--- config.mk ---
export PLATFORM = sky130hd
export DESIGN_NAME = numeric_entity_utf8_decoder_top
export DESIGN_NICKNAME = d
export VERILOG_FILES = /design/src/hw/rtl/nedec_pkg.sv /design/src/hw/rtl/numeric_entity_utf8_decoder_top.sv /design/src/hw/rtl/nedec_core.sv
export VERILOG_INCLUDE_DIRS = /design/src /design/src/hw/rtl
export SDC_FILE = /design/constraint.sdc
export NUM_CORES = 1
export LEC_CHECK = 0
export ABC_CLOCK_PERIOD_IN_PS = 9440
export BUFFER_PORTS_ARGS = -buffer_cell sky130_fd_sc_hd__buf_4
export CAP_MARGIN = 20
export CORE_MARGIN = 8
export CORE_UTILIZATION = 45
export DETAILED_ROUTE_END_ITERATION = 8
export GPL_TIMING_DRIVEN = 0
export PLACE_DENSITY_LB_ADDON = 0.08
export SLEW_MARGIN = 15
export SYNTH_ARGS = -nofsm -noshare
export SYNTH_HDL_FRONTEND = slang
export SYNTH_SLANG_ARGS = --single-unit
--- constraint.sdc ---
create_clock -name clk -period 9.44 [get_ports clk]
set_input_delay 0.472 -clock clk [delete_from_list [all_inputs] [get_ports clk]]
set_output_delay 0.472 -clock clk [all_outputs]
set_load 0.01 [all_outputs]
--- src/hw/rtl/numeric_entity_utf8_decoder_top_macros.svh ---
// Assertion helpers shared by the decoder RTL.
// Define ASSERT_OFF to compile every check away.
`ifndef NUMERIC_ENTITY_UTF8_DECODER_TOP_MACROS_SVH
`define NUMERIC_ENTITY_UTF8_DECODER_TOP_MACROS_SVH

`ifndef ASSERT_OFF

// Check that a property holds on every clock edge outside reset.
`define NED_ASSERT(lbl, clk, rstn, prop) \
  lbl: assert property (@(posedge clk) disable iff (!rstn) prop) \
    else $error("%m: check failed");

// Check that a condition never holds outside reset.
`define NED_ASSERT_NEVER(lbl, clk, rstn, cond) \
  lbl: assert property (@(posedge clk) disable iff (!rstn) !(cond)) \
    else $error("%m: forbidden condition seen");

`else

`define NED_ASSERT(lbl, clk, rstn, prop)
`define NED_ASSERT_NEVER(lbl, clk, rstn, cond)

`endif

`endif

--- src/hw/rtl/nedec_pkg.sv ---
`timescale 1ns / 1ps

package nedec_pkg;

  // Longest code collected after '&#' before the terminator slot
  localparam int MAX_CODE_CHARS = 6;

  localparam int CODE_W   = 20;
  localparam int CHARS_W  = 3;
  localparam int GRP_MAX  = 3;
  localparam int GRP_CNT_W = 2;

  // Characters of the escape syntax
  localparam logic [7:0] CHAR_AMP  = 8'h26;
  localparam logic [7:0] CHAR_HASH = 8'h23;
  localparam logic [7:0] CHAR_SEMI = 8'h3B;
  localparam logic [7:0] CHAR_0    = 8'h30;
  localparam logic [7:0] CHAR_9    = 8'h39;

  // UTF-8 lead and continuation marks
  localparam logic [7:0] UTF8_LEAD3 = 8'hE0;
  localparam logic [7:0] UTF8_LEAD2 = 8'hC0;
  localparam logic [7:0] UTF8_CONT  = 8'h80;
  localparam logic [CODE_W-1:0] UTF8_LIM2 = CODE_W'(32'h800);
  localparam logic [CODE_W-1:0] UTF8_LIM1 = CODE_W'(32'h80);
  localparam logic [CODE_W-1:0] CODE_LIM  = CODE_W'(32'hFFFFF);
  localparam logic [CODE_W-1:0] CODE_BIG  = CODE_W'(32'h80000);

  // Output bytes caused by one input byte, first byte in slot 0
  typedef struct packed {
    logic [GRP_CNT_W-1:0]       cnt;
    logic [GRP_MAX-1:0][7:0]    bytes;
  } nedec_grp_t;

endpackage

--- src/hw/rtl/numeric_entity_utf8_decoder_top.sv ---
`timescale 1ns / 1ps
`include "numeric_entity_utf8_decoder_top_macros.svh"
// An accepted byte passes the input and result registers before its first
// output byte. One input byte per cycle is taken while each makes at most
// one output byte and out_tready is high. The single output group register
// drains one byte per ready cycle; a k-byte group stalls input until empty.
// Reset: rst_n synchronous, active low; clears scanner and all valid state.

module numeric_entity_utf8_decoder_top
  import nedec_pkg::*;
(
  input  logic       clk,
  input  logic       rst_n,
  input  logic       in_tvalid,
  output logic       in_tready,
  input  logic [7:0] in_tdata,   // [7:0] in_byte
  input  logic       in_tlast,   // in_last
  output logic       out_tvalid,
  input  logic       out_tready,
  output logic [7:0] out_tdata,  // [7:0] out_byte
  output logic       out_tlast   // out_last_of_run
);

  logic                     s1_valid_r;
  logic [7:0]               s1_byte_r;
  logic                     s1_last_r;
  logic [GRP_CNT_W-1:0]     rem_r;
  logic [GRP_MAX-1:0][7:0]  bytes_r;
  logic                     grp_free;
  logic                     s1_adv;
  logic                     in_acc;
  nedec_grp_t               grp;

  // Output group is free now or frees as its last byte is taken
  assign grp_free  = (rem_r == '0) || (rem_r == GRP_CNT_W'(1) && out_tready);
  assign s1_adv    = s1_valid_r && grp_free;
  assign in_tready = !s1_valid_r || s1_adv;
  assign in_acc    = in_tvalid && in_tready;

  // Input register
  always_ff @(posedge clk) begin
    if (!rst_n) begin
      s1_valid_r <= 1'b0;
    end else if (in_acc) begin
      s1_valid_r <= 1'b1;
    end else if (s1_adv) begin
      s1_valid_r <= 1'b0;
    end
  end

  always_ff @(posedge clk) begin
    if (in_acc) begin
      s1_byte_r <= in_tdata;
      s1_last_r <= in_tlast;
    end
  end

  nedec_core u_core (
    .clk    (clk),
    .rst_n  (rst_n),
    .adv_i  (s1_adv),
    .byte_i (s1_byte_r),
    .last_i (s1_last_r),
    .grp_o  (grp)
  );

  // Result register: load a group, then drain it one byte per request
  always_ff @(posedge clk) begin
    if (!rst_n) begin
      rem_r <= '0;
    end else if (s1_adv) begin
      rem_r <= grp.cnt;
    end else if (rem_r != '0 && out_tready) begin
      rem_r <= rem_r - GRP_CNT_W'(1);
    end
  end

  always_ff @(posedge clk) begin
    if (s1_adv) begin
      bytes_r <= grp.bytes;
    end else if (rem_r != '0 && out_tready) begin
      bytes_r <= {8'h00, bytes_r[GRP_MAX-1:1]};
    end
  end

  assign out_tvalid = (rem_r != '0);
  assign out_tdata  = bytes_r[0];
  assign out_tlast  = (rem_r == GRP_CNT_W'(1));

  `NED_ASSERT(a_load_only_when_free, clk, rst_n,
    s1_adv |-> (rem_r == '0 || (rem_r == GRP_CNT_W'(1) && out_tready)))
  `NED_ASSERT(a_stall_keeps_item, clk, rst_n,
    (s1_valid_r && !s1_adv) |=> s1_valid_r)
  `NED_ASSERT_NEVER(a_stall_without_cause, clk, rst_n,
    !in_tready && !(s1_valid_r && rem_r != '0))

endmodule

--- src/hw/rtl/nedec_core.sv ---
`timescale 1ns / 1ps
`include "numeric_entity_utf8_decoder_top_macros.svh"

module nedec_core
  import nedec_pkg::*;
(
  input  logic       clk,
  input  logic       rst_n,
  input  logic       adv_i,
  input  logic [7:0] byte_i,
  input  logic       last_i,
  output nedec_grp_t grp_o
);

  typedef enum logic [1:0] {
    MODE_PLAIN,
    MODE_AMP,
    MODE_CODE,
    MODE_SKIP
  } mode_t;

  mode_t               mode_r, mode_nxt;
  logic [CHARS_W-1:0]  chars_r, chars_nxt;
  logic [CODE_W-1:0]   value_r, value_nxt;
  logic                digits_r, digits_nxt;

  logic [CHARS_W-1:0]  add_chars;
  logic [CODE_W-1:0]   add_value;
  logic                add_digits;
  logic [CODE_W+3:0]   mul_sum;
  logic                is_digit;

  // Encode bits 15:0 as UTF-8; nothing when empty or not numeric
  function automatic nedec_grp_t encode(input logic [CODE_W-1:0] c,
                                        input logic [CHARS_W-1:0] n,
                                        input logic ok);
    nedec_grp_t g;
    g = '0;
    if (n != '0 && ok) begin
      if (c >= UTF8_LIM2) begin
        g.cnt      = GRP_CNT_W'(3);
        g.bytes[0] = UTF8_LEAD3 | {4'h0, c[15:12]};
        g.bytes[1] = UTF8_CONT | {2'b00, c[11:6]};
        g.bytes[2] = UTF8_CONT | {2'b00, c[5:0]};
      end else if (c >= UTF8_LIM1) begin
        g.cnt      = GRP_CNT_W'(2);
        g.bytes[0] = UTF8_LEAD2 | {3'b000, c[10:6]};
        g.bytes[1] = UTF8_CONT | {2'b00, c[5:0]};
      end else begin
        g.cnt      = GRP_CNT_W'(1);
        g.bytes[0] = c[7:0];
      end
    end
    return g;
  endfunction

  // Fold the byte into the code: value*10+digit, bit 19 set on overflow
  assign is_digit = (byte_i >= CHAR_0) && (byte_i <= CHAR_9);
  assign mul_sum  = {value_r, 3'b000} + {2'b00, value_r, 1'b0}
                  + (CODE_W+4)'(byte_i - CHAR_0);

  always_comb begin
    add_value  = value_r;
    add_digits = digits_r;
    if (is_digit) begin
      if (mul_sum > (CODE_W+4)'(CODE_LIM)) begin
        add_value = {4'h0, mul_sum[15:0]} | CODE_BIG;
      end else begin
        add_value = mul_sum[CODE_W-1:0];
      end
    end else begin
      add_digits = 1'b0;
    end
    add_chars = chars_r + CHARS_W'(1);
  end

  // Step the scanner and build the output bytes for this input byte
  always_comb begin
    mode_nxt   = mode_r;
    chars_nxt  = chars_r;
    value_nxt  = value_r;
    digits_nxt = digits_r;
    grp_o      = '0;

    unique case (mode_r)
      MODE_PLAIN: begin
        if (byte_i == CHAR_AMP) begin
          mode_nxt = MODE_AMP;
        end else begin
          grp_o.cnt      = GRP_CNT_W'(1);
          grp_o.bytes[0] = byte_i;
        end
      end
      MODE_AMP: begin
        if (byte_i == CHAR_HASH) begin
          mode_nxt   = MODE_CODE;
          chars_nxt  = '0;
          value_nxt  = '0;
          digits_nxt = 1'b1;
        end else begin
          grp_o.bytes[0] = CHAR_AMP;
          if (byte_i == CHAR_AMP) begin
            grp_o.cnt = GRP_CNT_W'(1);
            mode_nxt  = MODE_AMP;
          end else begin
            grp_o.cnt      = GRP_CNT_W'(2);
            grp_o.bytes[1] = byte_i;
            mode_nxt       = MODE_PLAIN;
          end
        end
      end
      MODE_CODE: begin
        if (byte_i == CHAR_SEMI) begin
          grp_o      = encode(value_r, chars_r, digits_r);
          mode_nxt   = MODE_PLAIN;
          chars_nxt  = '0;
          value_nxt  = '0;
          digits_nxt = 1'b1;
        end else if (add_chars >= CHARS_W'(MAX_CODE_CHARS)) begin
          grp_o      = encode(add_value, add_chars, add_digits);
          mode_nxt   = MODE_SKIP;
          chars_nxt  = '0;
          value_nxt  = '0;
          digits_nxt = 1'b1;
        end else begin
          chars_nxt  = add_chars;
          value_nxt  = add_value;
          digits_nxt = add_digits;
        end
      end
      MODE_SKIP: begin
        mode_nxt = MODE_PLAIN;
      end
      default: begin
        mode_nxt = MODE_PLAIN;
      end
    endcase

    // End of text: flush a held '&' or close an open code
    if (last_i) begin
      if (mode_nxt == MODE_AMP) begin
        if (grp_o.cnt == '0) begin
          grp_o.bytes[0] = CHAR_AMP;
        end else begin
          grp_o.bytes[1] = CHAR_AMP;
        end
        grp_o.cnt = grp_o.cnt + GRP_CNT_W'(1);
      end else if (mode_nxt == MODE_CODE) begin
        grp_o = encode(value_nxt, chars_nxt, digits_nxt);
      end
      mode_nxt   = MODE_PLAIN;
      chars_nxt  = '0;
      value_nxt  = '0;
      digits_nxt = 1'b1;
    end
  end

  // Hold scanner state, advance on each request taken
  always_ff @(posedge clk) begin
    if (!rst_n) begin
      mode_r   <= MODE_PLAIN;
      chars_r  <= '0;
      value_r  <= '0;
      digits_r <= 1'b1;
    end else if (adv_i) begin
      mode_r   <= mode_nxt;
      chars_r  <= chars_nxt;
      value_r  <= value_nxt;
      digits_r <= digits_nxt;
    end
  end

  `NED_ASSERT(a_last_resets, clk, rst_n,
    (adv_i && last_i) |=> (mode_r == MODE_PLAIN && chars_r == '0 && digits_r))
  `NED_ASSERT(a_chars_only_in_code, clk, rst_n,
    (mode_r != MODE_CODE) |-> (chars_r == '0 && value_r == '0))
  `NED_ASSERT(a_chars_bound, clk, rst_n,
    chars_r < CHARS_W'(MAX_CODE_CHARS))

endmodule
# Word-level counts from Yosys, hierarchy flattened
# Cells that the tools add are included.
# Widths: inputs -> output; s select.
# classes
n_eq_ne,9
addsub,6
n_reduce_logical,20
order_cmp,10
muxes,72
# op_table
op,count
$mux 26,8
$mux 20,6
$mux 8,14
$mux 16,6
$ge 20x12->1 const B,3
$ge 20x8->1 const B,3
$mux 24,2
$pmux 20 s2,1
$mux 2,16
$add 23x21->24,1
$add 24x24->24,1
$eq 8x6->1 const B,3
$gt 24x20->1 const B,1
$pmux 8 s3,1
$pmux 8 s2,1
$mux 3,4
$mux 1,9
$reduce_bool 3->1,3
$sub 8x6->9 const B,1
$ge 8x6->1 const B,1
$le 8x6->1 const B,1
$logic_and 1x1->1,8
$pmux 2 s4,1
$eq 2x1->1 const B,3
12 further kinds,19
# word_totals
word_cells,128
input_bits,13
register_bits,62
output_inout_bits,11

# Depth between registers and ports, before layout
# Gate-level depths: netlist (run 1).
# logic_depth
ltp_word,18
depth_mapped,23
ltp_nobuf,21

# Hierarchy
# From an unflattened synthesis (run 1), not the netlist that was laid out.
# unflattened
cells_unflattened,864
hier_area_um2,7049.3
# by_module_without_submodules
module,cells_per_inst,seq_area_each_um2,n_inst,area_each_um2
nedec_core,769,520.5,1,5462.7
numeric_entity_utf8_decoder_top,95,1051.0,1,1586.5

# Worst setup path after synthesis (run 1)
# No wires, ideal clock.
# synth_timing
path_type,register -> register
startpoint,reg s1_byte_r[4]
endpoint,reg bytes_r[12] in the netlist's numbering (data pin)
path_slack_ns,2.736
path_buffers,1
stages_incl_launch_ff,21
t_arrival_ns,6.572
required_ns,9.308
period_less_slack_ns,6.704
setup_time_ns,0.132
path_cell_list,edfxtp_1 -> ha_1 -> nor3_1 -> fa_1 -> ha_1 -> clkbuf_1 -> nand4_1 -> o41a_1 -> a21boi_2 -> o31ai_2 -> or4b_4 -> nor4_4 -> o21ai_2 -> o21a_1 -> o21ai_0 -> ha_1 -> nor2b_1 -> o21a_1 -> and2_1 -> a2111oi_0 -> a22o_1
# synth_via
elab_chain_cells,18
word_cells_on_any_way,62
cone_classes,add/sub: 2; order compare: 7; eq/ne: 5; mux: 43; reduce/logical: 5
# synth_lines
item,line_no,text
"start, declared",numeric_entity_utf8_decoder_top.sv:25,logic [7:0] s1_byte_r;
"start signal, assigned",numeric_entity_utf8_decoder_top.sv:53,s1_byte_r <= in_tdata;
$sub 8x6->9,nedec_core.sv:60,+ (CODE_W+4)'(byte_i - CHAR_0);
$add 24x24->24,nedec_core.sv:60,
$gt 24x20->1,nedec_core.sv:66,if (mul_sum > (CODE_W+4)'(CODE_LIM)) begin
$mux 20,nedec_core.sv:66,
$mux 20,nedec_core.sv:65,if (is_digit) begin
$ge 20x8->1,nedec_core.sv:45,end else if (c >= UTF8_LIM1) begin
$mux 2,nedec_core.sv:45,
$mux 2,nedec_core.sv:40,if (c >= UTF8_LIM2) begin
[2 not listed],n/a,
$mux 26,nedec_core.sv:113,if (byte_i == CHAR_SEMI) begin
$mux 26,nedec_core.sv:85,unique case (mode_r)
$pmux 2 s3,nedec_core.sv:85,
$logic_not 2->1,nedec_core.sv:142,if (grp_o.cnt == '0) begin
$mux 8,nedec_core.sv:142,
$mux 16,nedec_core.sv:141,if (mode_nxt == MODE_AMP) begin
$mux 26 *,nedec_core.sv:140,if (last_i) begin
$mux 24 *,numeric_entity_utf8_decoder_top.sv:79,if (s1_adv) begin
"end signal, assigned",numeric_entity_utf8_decoder_top.sv:80,bytes_r <= grp.bytes;
"end signal, assigned",numeric_entity_utf8_decoder_top.sv:82,"bytes_r <= {8'h00, bytes_r[GRP_MAX-1:1]};"
"end, declared",numeric_entity_utf8_decoder_top.sv:28,logic [GRP_MAX-1:0][7:0] bytes_r;
# Mark *: on every way between the ends. The rest lies on a longest branch, timed or not. The select of a mux whose other input is x is not followed.
# A chain may end at the register's enable or synchronous reset.

# Worst setup path after layout (run 1)
# Ends and elaborated chain as after synthesis.

==> impl_metrics.tcl, run 1 <==
set metrics [dict create \
    required_ns 9.65 \
    clock-sinks 61 \
    antenna_found_initial 1 \
    ctsResizeCount 0 \
    setup.worst_path.start_class "register" \
    crit_type "reg -> reg" \
    grt_overflow 0 \
    crit_path_max_incr_delay_ns 0.65 \
    placementRows 43 \
    hold_violations 0 \
    synth-seq-cells 61 \
    clk_latency_ns 0.34 \
    setup_viol 0 \
    grt_max_degree 28 \
    grt_pass1_vias 6295 \
    io_buffers 22 \
    rsz0062_at_grt "no" \
    cp-end-kind "register" \
    netlist-cell-type-count 78 \
    fillers 1370 \
    clkSlewWorstSetupHoldPaths_ns 0.06 \
    io-pin-count 24 \
    wire_per_inst_um 24.5 \
    r2r-end "bytes_r[12]" \
    clock_power_share_pct 42.9 \
    syn-cell-area_um2 6310 \
    p_comb_share_pct 21.2 \
    dieArea_um2 18100 \
    grt_util_met1_pct 37.8 \
    crit_chain "ha_1 > nor3_2 > buf_4 > fa_1 > ha_1 > clkbuf_1 > nand4_1 > nor3_1 > o211ai_1 > and4_1 > nor4_1 > nand4b_1 > nor4_4 > o21ai_2 > o21a_1 > o21ai_0 > ha_1 > nor2b_1 > o21a_1 > and2_1 > a2111oi_0 > a22o_1" \
    regArea_um2 1540 \
    fmax_ghz 0.128 \
    drc_errors 0 \
    drive_gt1_share_pct 8.86 \
    relSlewSlack_pct 28.7 \
    drt-initial-drc-count 839 \
    synth_edf_count 32 \
    status "finished, final reports clean" \
    p_sw_share_pct 28.6 \
    slew_viol_final 0 \
    fp.coreArea_um2 13800 \
    syn_area_per_cell_um2 8.06 \
    cts_tree "done" \
    setup_tns_ns 0 \
    syn2layout_area_growth_pct 12.0 \
    drv_cap 0 \
    drt_first_pass_iters 6 \
    p_switching_mw 0.259 \
    final_area_um2 7060 \
    p_leak_nw 2.62 \
    routabilityCongestion 1.02 \
    clock_path_buffers 2 \
    fp.dieW_um 134 \
    internal_power_mw 0.644 \
    viasPerCell 6.71 \
    fin_nets 889 \
    post-cts-setup-buffers 0 \
    num_vias 6735 \
    grt-busiest-layer "met2" \
    pwr_density_cell_nw_per_um2 128 \
    r2r_slack_ns 1.61 \
    r2r_start "s1_byte_r[4]" \
    synthFlopType "edfxtp_1" \
    multi_input_area_um2 4420 \
    p_seq_share_pct 35.9 \
    path_max_fanout 9 \
    period_share_pct 83.0 \
    peakVddDrop_uv 147 \
    drtAntennaViolNets 0 \
    yosys_warnings 0 \
    die_h_um 134 \
    hold_depth 1 \
    cts_root_buf "clkbuf_16" \
    routed_wl_um 24600 \
    period_needed_ns 7.83 \
    critPathArrivalTime_ns 8.04 \
    grt_first_pass_wirelength_um 37300 \
    yosysSeqAreaShare_pct 24.4 \
    initial_core_util_pct 45.8 \
    cts_hold_buf 0 \
    async_flop_share_pct 0 \
    hold_path.class "in -> reg" \
    cts_made_buffers 9 \
    hold_path_end "s1_byte_r[4]" \
    placed_cell_area_um2 6720 \
    hpwl_um 19400 \
    diodes 0 \
    grt_use_total_pct 27.1 \
    met2_usage_pct 39.4 \
    use_met3_pct 6.77 \
    reg2reg_depth 22 \
    worst_path_max_delay_cell "edfxtp_1" \
    crit_path_frequent_cell "ha_1" \
    htreeDepth 3 \
    min_from "in_tdata[4]" \
    synth_cells 783 \
    skew_ns 0.0122 \
    synth_nets 853 \
    worstMarginPinSlew_ns 1.06 \
]
-- cell families (layout without fill, tap and decap cells) --
logic type | count (synthesis) | count (layout) | synth area share (%)
DFF | 61 | 61 | 24.4
AOI/OAI and AO/OA | 282 | 282 | 30.1
buffers and inverters | 84 | 125 | 5.55
xor gates and xnor gates | 16 | 16 | 2.22
muxes | 16 | 16 | 2.64
adders and majority gates | 57 | 57 | 13.6
and+or+nand+nor | 267 | 267 | 21.5
-- final cells by class --
type | instances | area share [%]
Multi-Input combinational cell | 638 | 62.6
Tap cell | 180 | 3.19
Timing Repair Buffer | 25 | 2.59
Clock inverter | 5 | 1.40
Inverter | 38 | 2.02
Sequential cell | 61 | 21.8
Buffer | 46 | 2.94
Clock buffer | 11 | 3.44
-- worst max path at each step --
stage / start / to / slack [ns] / cells past startpoint
3_5_place_dp: s1_byte_r[4] / out_tdata[0] / 2.04 / 21
2_1_floorplan: s1_byte_r[4] / bytes_r[12] / 2.74 / 20
6_report: s1_byte_r[4] / bytes_r[12] / 1.61 / 22
4_1_cts: s1_byte_r[4] / out_tdata[0] / 2.01 / 21
3_3_place_gp: s1_byte_r[4] / bytes_r[12] / 0.89 / 21
5_1_grt: s1_byte_r[4] / out_tdata[0] / 1.37 / 21
-- through the flow --
step	utilization, %	power, mW	worst slack (ns)	cells	hold slack, ns
global placement	48.6	0.513	0.894	985	0.517
global route	51.3	0.932	1.37	1004	0.304
floorplan	-	0.445	2.74	783	0.489
CTS	51.3	0.901	2.01	1003	0.311
finish	51.3	0.903	1.61	1004	0.317
detailed placement	48.8	0.517	2.04	987	0.527
-- layer usage --
metal  share of wire [%]  vias up
met5               0.045        -
met4                 3.6        2
met3                  10       72
met2                  42      362
met1                  44     3273
li1                    -     3026
-- worst max-delay path: cells and delay by family, from the launching register on --
family | cells | cell delay, ns
and+or+nand+nor | 9 | 2.96
DFF | 1 | 0.65
AOI/OAI and AO/OA | 7 | 2.15
buffers and inverters | 2 | 0.57
adders and majority gates | 4 | 1.37
-- power groups by stage --
stage	logic [mW]	clock network [mW]	registers [mW]
6_report	0.192	0.387	0.324
3_5_place_dp	0.188	0	0.329
2_1_floorplan	0.122	0	0.323
5_1_grt	0.207	0.399	0.326
4_1_cts	0.189	0.388	0.324
3_3_place_gp	0.185	0	0.328
-- cells in the final DEF (no fill, tap or decap), types with 15 or more instances in the layout --
cell / instances
dfxtp_1: 29
clkbuf_1: 33
nor2b_1: 15
buf_4: 31
a21oi_1: 63
fa_1: 19
nand2_1: 86
nand3_1: 17
a31oi_1: 17
inv_1: 38
and2_1: 21
o21ai_0: 56
nor2_1: 50
a22oi_1: 20
ha_1: 38
edfxtp_1: 32
-- synthesized netlist by cell type (all sizes together) (17+ instances only) --
| library cell | count | share of area (%) |
|---|---|---|
| nand2 | 86 | 5.1 |
| a21oi | 63 | 5.0 |
| o21ai | 60 | 4.8 |
| nor2 | 50 | 3.0 |
| ha | 38 | 7.5 |
| inv | 38 | 2.3 |
| clkbuf | 32 | 1.9 |
| edfxtp | 32 | 15 |
| dfxtp | 29 | 9.2 |
| and2 | 21 | 2.1 |
| a22oi | 20 | 2.4 |
| fa | 19 | 6.0 |
| a31oi | 17 | 1.7 |
| nand3 | 17 | 1.3 |
-- state kept, by name, summed over array words and instances, names as in the netlist --
signal	cells
u_core.digits_r	1
s1_last_r	1
u_core.value_r	20
rem_r	2
out_tdata	8
s1_byte_r	8
s1_valid_r	1
bytes_r	15
u_core.mode_r	2
u_core.chars_r	3
No activity file was read; power rests on OpenSTA's default activity.
==> run 2: changes to the inputs <==
--- a/config.mk
+++ b/config.mk
@@ -6,7 +6,7 @@
 export SDC_FILE = /design/constraint.sdc
 export NUM_CORES = 1
 export LEC_CHECK = 0
-export ABC_CLOCK_PERIOD_IN_PS = 9440
+export ABC_CLOCK_PERIOD_IN_PS = 6400
 export BUFFER_PORTS_ARGS = -buffer_cell sky130_fd_sc_hd__buf_4
 export CAP_MARGIN = 20
 export CORE_MARGIN = 8
==> constraint.sdc (replaced) <==
create_clock -name clk -period 6.4 [get_ports clk]
set_input_delay 0.32 -clock clk [delete_from_list [all_inputs] [get_ports clk]]
set_output_delay 0.32 -clock clk [all_outputs]
set_load 0.01 [all_outputs]
==> impl_metrics.tcl, run 2 (synthesis results as in run 1) <==
set metrics [dict create \
    final_cell_mix "85 x nand2_1, 56 x a21oi_1, 55 x o21ai_0" \
    fillers 1377 \
    num_vias 6886 \
    slew_viol_final 0 \
    critPathArrivalTime_ns 6.39 \
    path_max_fanout 9 \
    grt_pass1_vias 6482 \
    setup_viol 0 \
    wire_per_inst_um 25.2 \
    grt_first_pass_wirelength_um 38700 \
    total_power_mw 1.28 \
    die_h_um 134 \
    worstMarginPinSlew_ns 1.13 \
    hold_violations 0 \
    hold_path.class "in -> reg" \
    fin_nets 893 \
    io_buffers 22 \
    top_regs "u_core.value_r: 20 flops, bytes_r: 15 flops" \
    clk_latency_ns 0.34 \
    rsz0062_at_grt "no" \
    grt_use_total_pct 28.0 \
    cts_root_buf "clkbuf_16" \
    drv_cap 0 \
    clock_path_buffers 2 \
    htreeDepth 3 \
    drc_errors 0 \
    required_ns 6.48 \
    viasPerCell 6.83 \
    fin_util_pct 52.7 \
    dp_slack_ns -1.15 \
    io-pin-count 24 \
    crit_path_frequent_cell "ha_2" \
    placementRows 43 \
    grt_max_degree 28 \
    syn2layout_area_growth_pct 15.0 \
    cts_tree "done" \
    top_register "u_core.value_r" \
    cp-end-kind "register" \
    drt-initial-drc-count 869 \
    crit_type "reg -> reg" \
    p_leak_nw 2.68 \
    drive_gt1_share_pct 13.5 \
    fp.dieW_um 134 \
    clock-sinks 61 \
    dieArea_um2 18100 \
    clkSlewWorstSetupHoldPaths_ns 0.06 \
    layout_commonest_cell "nand2_1" \
    period_needed_ns 6.32 \
    antenna_found_initial 0 \
    pwr_density_cell_nw_per_um2 176 \
    layout_setup_ws_ns 0.0834 \
    largest_reg_flops 20 \
    fmax_ghz 0.158 \
    routed_wl_um 25400 \
    cts_made_buffers 9 \
    routabilityCongestion 0.968 \
    fp.coreArea_um2 13800 \
    hpwl_um 19600 \
    diodes 0 \
    grt_overflow 0 \
    peakVddDrop_uv 140 \
    crit_path_max_incr_delay_ns 0.52 \
    period_share_pct 98.7 \
    initial_core_util_pct 45.8 \
    relSlewSlack_pct 23.9 \
    skew_ns 0.00717 \
    status "finished, final reports clean" \
    drtAntennaViolNets 0 \
    setup.worst_path.start_class "register" \
    drt_first_pass_iters 6 \
    crit_chain "ha_2 > nor3_4 > buf_12 > buf_4 > fa_1 > ha_2 > and4_1 > nand2_1 > a21oi_1 > a211oi_1 > nor2_1 > or4b_4 > nor4_4 > o21ai_4 > o21a_1 > o21ai_1 > ha_1 > nor2b_1 > a21o_1 > a41oi_1 > o21ai_0 > o32a_1" \
    worst_path_max_delay_cell "or4b_4" \
]
[run 2: routing by layer]
metal  vias up  GRT usage, %  part of all wire (%)
li1       3035             -                     -
met1      3406          40.6                    45
met2       386          40.7                    43
met3        59          4.49                   9.0
met4         0          9.73                   2.9
met5         -             0                     0
[run 2: area by class of cell]
class | instances | area [µm²] | area share (%)
buffer | 36 | 171 | 2.36
clock buffer | 11 | 243 | 3.34
clock inverter | 5 | 50.0 | 0.690
inverter | 38 | 143 | 1.97
multi-input combinational | 638 | 4580 | 63.1
sequential | 61 | 1540 | 21.2
tap | 180 | 225 | 3.10
timing repair buffer | 39 | 305 | 4.21
[run 2: report_power, final]
part           internal (mW)  switching, mW
logic                  0.115          0.191
clock network          0.309          0.185
registers              0.458         0.0177
total                  0.882          0.394
[run 2: metrics by stage]
stage               std cells  setup TNS [ns]  hold slack [ns]  instance area, µm²
floorplan                 783               0            0.419                6310
global placement          985          -20.89            0.499                6710
detailed placement        985          -14.13            0.499                6710
CTS                      1006               0            0.154                7100
global route             1008               0            0.156                7260
finish                   1008               0            0.155                7260
[run 2: worst paths after layout]
path / end / slack, ns / depth (start not counted) / from
hold reg to reg: out_tdata[2] / 0.53 / 2 / bytes_r[10]
setup / recovery: bytes_r[13] / 0.08 / 22 / s1_byte_r[5]
hold / removal: s1_byte_r[4] / 0.16 / 1 / in_tdata[4]
setup reg to reg: bytes_r[13] / 0.08 / 22 / s1_byte_r[5]
[run 2: critical path, delay by kind of cell (launching register included)]
kind | cells | cell delay [ns]
flip-flops | 1 | 0.44
AND/OR/NAND/NOR | 7 | 1.80
AO/OA/AOI/OAI | 9 | 2.20
buffers and inverters | 2 | 0.28
adder cells (fa/ha/maj) | 4 | 1.32
[run 2: what timing repair did]
| item | CTS | global route |
|---|---|---|
| buffers inserted | 10 | 7 |
| pin swaps | 3 | 4 |
| cloned | 0 | 0 |
| gates resized for setup | 7 | 27 |
| hold buffers | 0 | 0 |
| endpoints found under the setup margin | 25 | 13 |
==> run 3: changes to the inputs <==
--- a/config.mk
+++ b/config.mk
@@ -10,10 +10,11 @@
 export BUFFER_PORTS_ARGS = -buffer_cell sky130_fd_sc_hd__buf_4
 export CAP_MARGIN = 20
 export CORE_MARGIN = 8
-export CORE_UTILIZATION = 45
+export CORE_UTILIZATION = 58
 export DETAILED_ROUTE_END_ITERATION = 8
 export GPL_TIMING_DRIVEN = 0
 export PLACE_DENSITY_LB_ADDON = 0.08
+export SETUP_SLACK_MARGIN = 0.5
 export SLEW_MARGIN = 15
 export SYNTH_ARGS = -nofsm -noshare
 export SYNTH_HDL_FRONTEND = slang
==> impl_metrics.tcl, run 3 (synthesis results as in run 1) <==
set metrics [dict create \
    setup.worst_path.start_class "register" \
    largest_reg_flops 20 \
    grt_use_total_pct 32.7 \
    skew_ns 0.0101 \
    reg2reg_depth 20 \
    placementRows 38 \
    min_from "in_tdata[0]" \
    fin_util_pct 68.6 \
    worstMarginPinSlew_ns 1.00 \
    cts_tree "done" \
    drt-initial-drc-count 1174 \
    r2r_slack_ns 0.65 \
    crit_type "reg -> reg" \
    cts_root_buf "clkbuf_8" \
    p_leak_nw 2.74 \
    placed_cells 946 \
    rsz0062_at_grt "no" \
    routabilityCongestion 1.05 \
    final_cells 981 \
    drt_first_pass_iters 6 \
    dieArea_um2 14500 \
    top_regs "u_core.value_r: 20 flops, bytes_r: 15 flops" \
    peakVddDrop_uv 203 \
    diodes 0 \
    die_h_um 120 \
    pwr_density_cell_nw_per_um2 161 \
    fp.dieW_um 120 \
    grt_pass1_vias 6645 \
    hold_path.class "in -> reg" \
    num_vias 6985 \
    clock-sinks 61 \
    required_ns 6.52 \
    drc_errors 0 \
    status "finished, final reports clean" \
    drive_gt1_share_pct 16.6 \
    grt_max_degree 28 \
    critPathArrivalTime_ns 5.87 \
    htreeDepth 3 \
    top_register "u_core.value_r" \
    clkSlewWorstSetupHoldPaths_ns 0.07 \
    clock_path_buffers 2 \
    initial_core_util_pct 58.7 \
    routed_wl_um 24000 \
    drtAntennaViolNets 0 \
    io-pin-count 24 \
    placed_cell_area_um2 6670 \
    grt_first_pass_wirelength_um 36900 \
    r2r-end "bytes_r[12]" \
    drv_cap 0 \
    r2r_start "s1_byte_r[5]" \
    cts_made_buffers 9 \
    layout_commonest_cell "nand2_1" \
    period_share_pct 89.9 \
    hold_depth 1 \
    io_buffers 22 \
    antenna_found_initial 0 \
    setup_tns_ns 0 \
    clk_latency_ns 0.36 \
    hold_path_end "s1_byte_r[0]" \
    fin_nets 906 \
    cts_hold_buf 0 \
    final_area_um2 7370 \
    fp.coreArea_um2 10700 \
    hold_violations 0 \
    fmax_ghz 0.174 \
    slew_viol_final 0 \
    syn2layout_area_growth_pct 16.8 \
    cp-end-kind "register" \
    grt_overflow 0 \
    period_needed_ns 5.75 \
    final_cell_mix "84 x nand2_1, 55 x a21oi_1, 53 x o21ai_0" \
    setup_viol 0 \
    wire_per_inst_um 24.4 \
    viasPerCell 7.12 \
    hpwl_um 18000 \
    path_max_fanout 12 \
    relSlewSlack_pct 32.6 \
]
-- run 3: layout make-up --
| class | count | area, µm² |
|---|---|---|
| timing repair buffer | 42 | 334 |
| inverter | 38 | 143 |
| clock buffer | 11 | 141 |
| sequential | 61 | 1540 |
| clock inverter | 5 | 73.8 |
| tap | 140 | 175 |
| buffer | 46 | 233 |
| multi-input combinational | 638 | 4730 |
| fill | 904 | 3370 |
-- run 3: how the worst max path moves through the flow --
stage,from,cells past startpoint,slack (ns),to
finish,s1_byte_r[5],20,0.65,bytes_r[12]
detailed placement,s1_byte_r[4],21,-0.93,bytes_r[12]
floorplan,s1_byte_r[4],20,0.59,bytes_r[12]
global route,s1_byte_r[4],22,0.45,bytes_r[15]
CTS,s1_byte_r[5],21,0.51,bytes_r[12]
global placement,s1_byte_r[4],21,-0.80,bytes_r[12]
-- run 3: routing by layer --
layer  track usage (%)  share of wire, %  up-vias
li1                  -                 -     3064
met1              43.9                41     3331
met2              48.9                43      496
met3              7.97                12       94
met4              14.4               4.4        0
met5                 0                 0        -
-- run 3: power breakdown --
| part | switching, mW | internal [mW] | leakage [nW] |
|---|---|---|---|
| registers | 0.0174 | 0.458 | 0.546 |
| logic | 0.194 | 0.122 | 2.08 |
| clock network | 0.165 | 0.227 | 0.111 |
-- run 3: timing repair --
item	in CTS	in global routing
buffers inserted	11	8
gates resized for setup	43	39
pin swaps	7	14
endpoints found under the setup margin	25	11
-- run 3: per-stage QoR --
step / setup slack (ns) / hold slack [ns] / total power [mW]
final: 0.647 / 0.136 / 1.18
after global routing: 0.445 / 0.125 / 1.22
after CTS: 0.506 / 0.133 / 1.16
after detailed placement: -0.935 / 0.499 / 0.760
after global placement: -0.795 / 0.498 / 0.751
after floorplan: 0.588 / 0.419 / 0.658
-- run 3: worst max-delay path: stages, from the launching register on --
cell       delay (ns)
edfxtp_1         0.46
ha_4             0.24
nor3_4           0.22
buf_12           0.17
fa_1             0.42
ha_1             0.28
buf_2            0.19
nand4_1          0.15
o41a_1           0.50
and3b_1          0.23
o31ai_4          0.45
nor2_1           0.14
and4_1           0.28
o211ai_1         0.42
a31oi_2          0.18
ha_1             0.26
nor2b_1          0.21
nand2b_1         0.22
and2_4           0.19
a2111oi_2        0.05
a22o_1           0.23
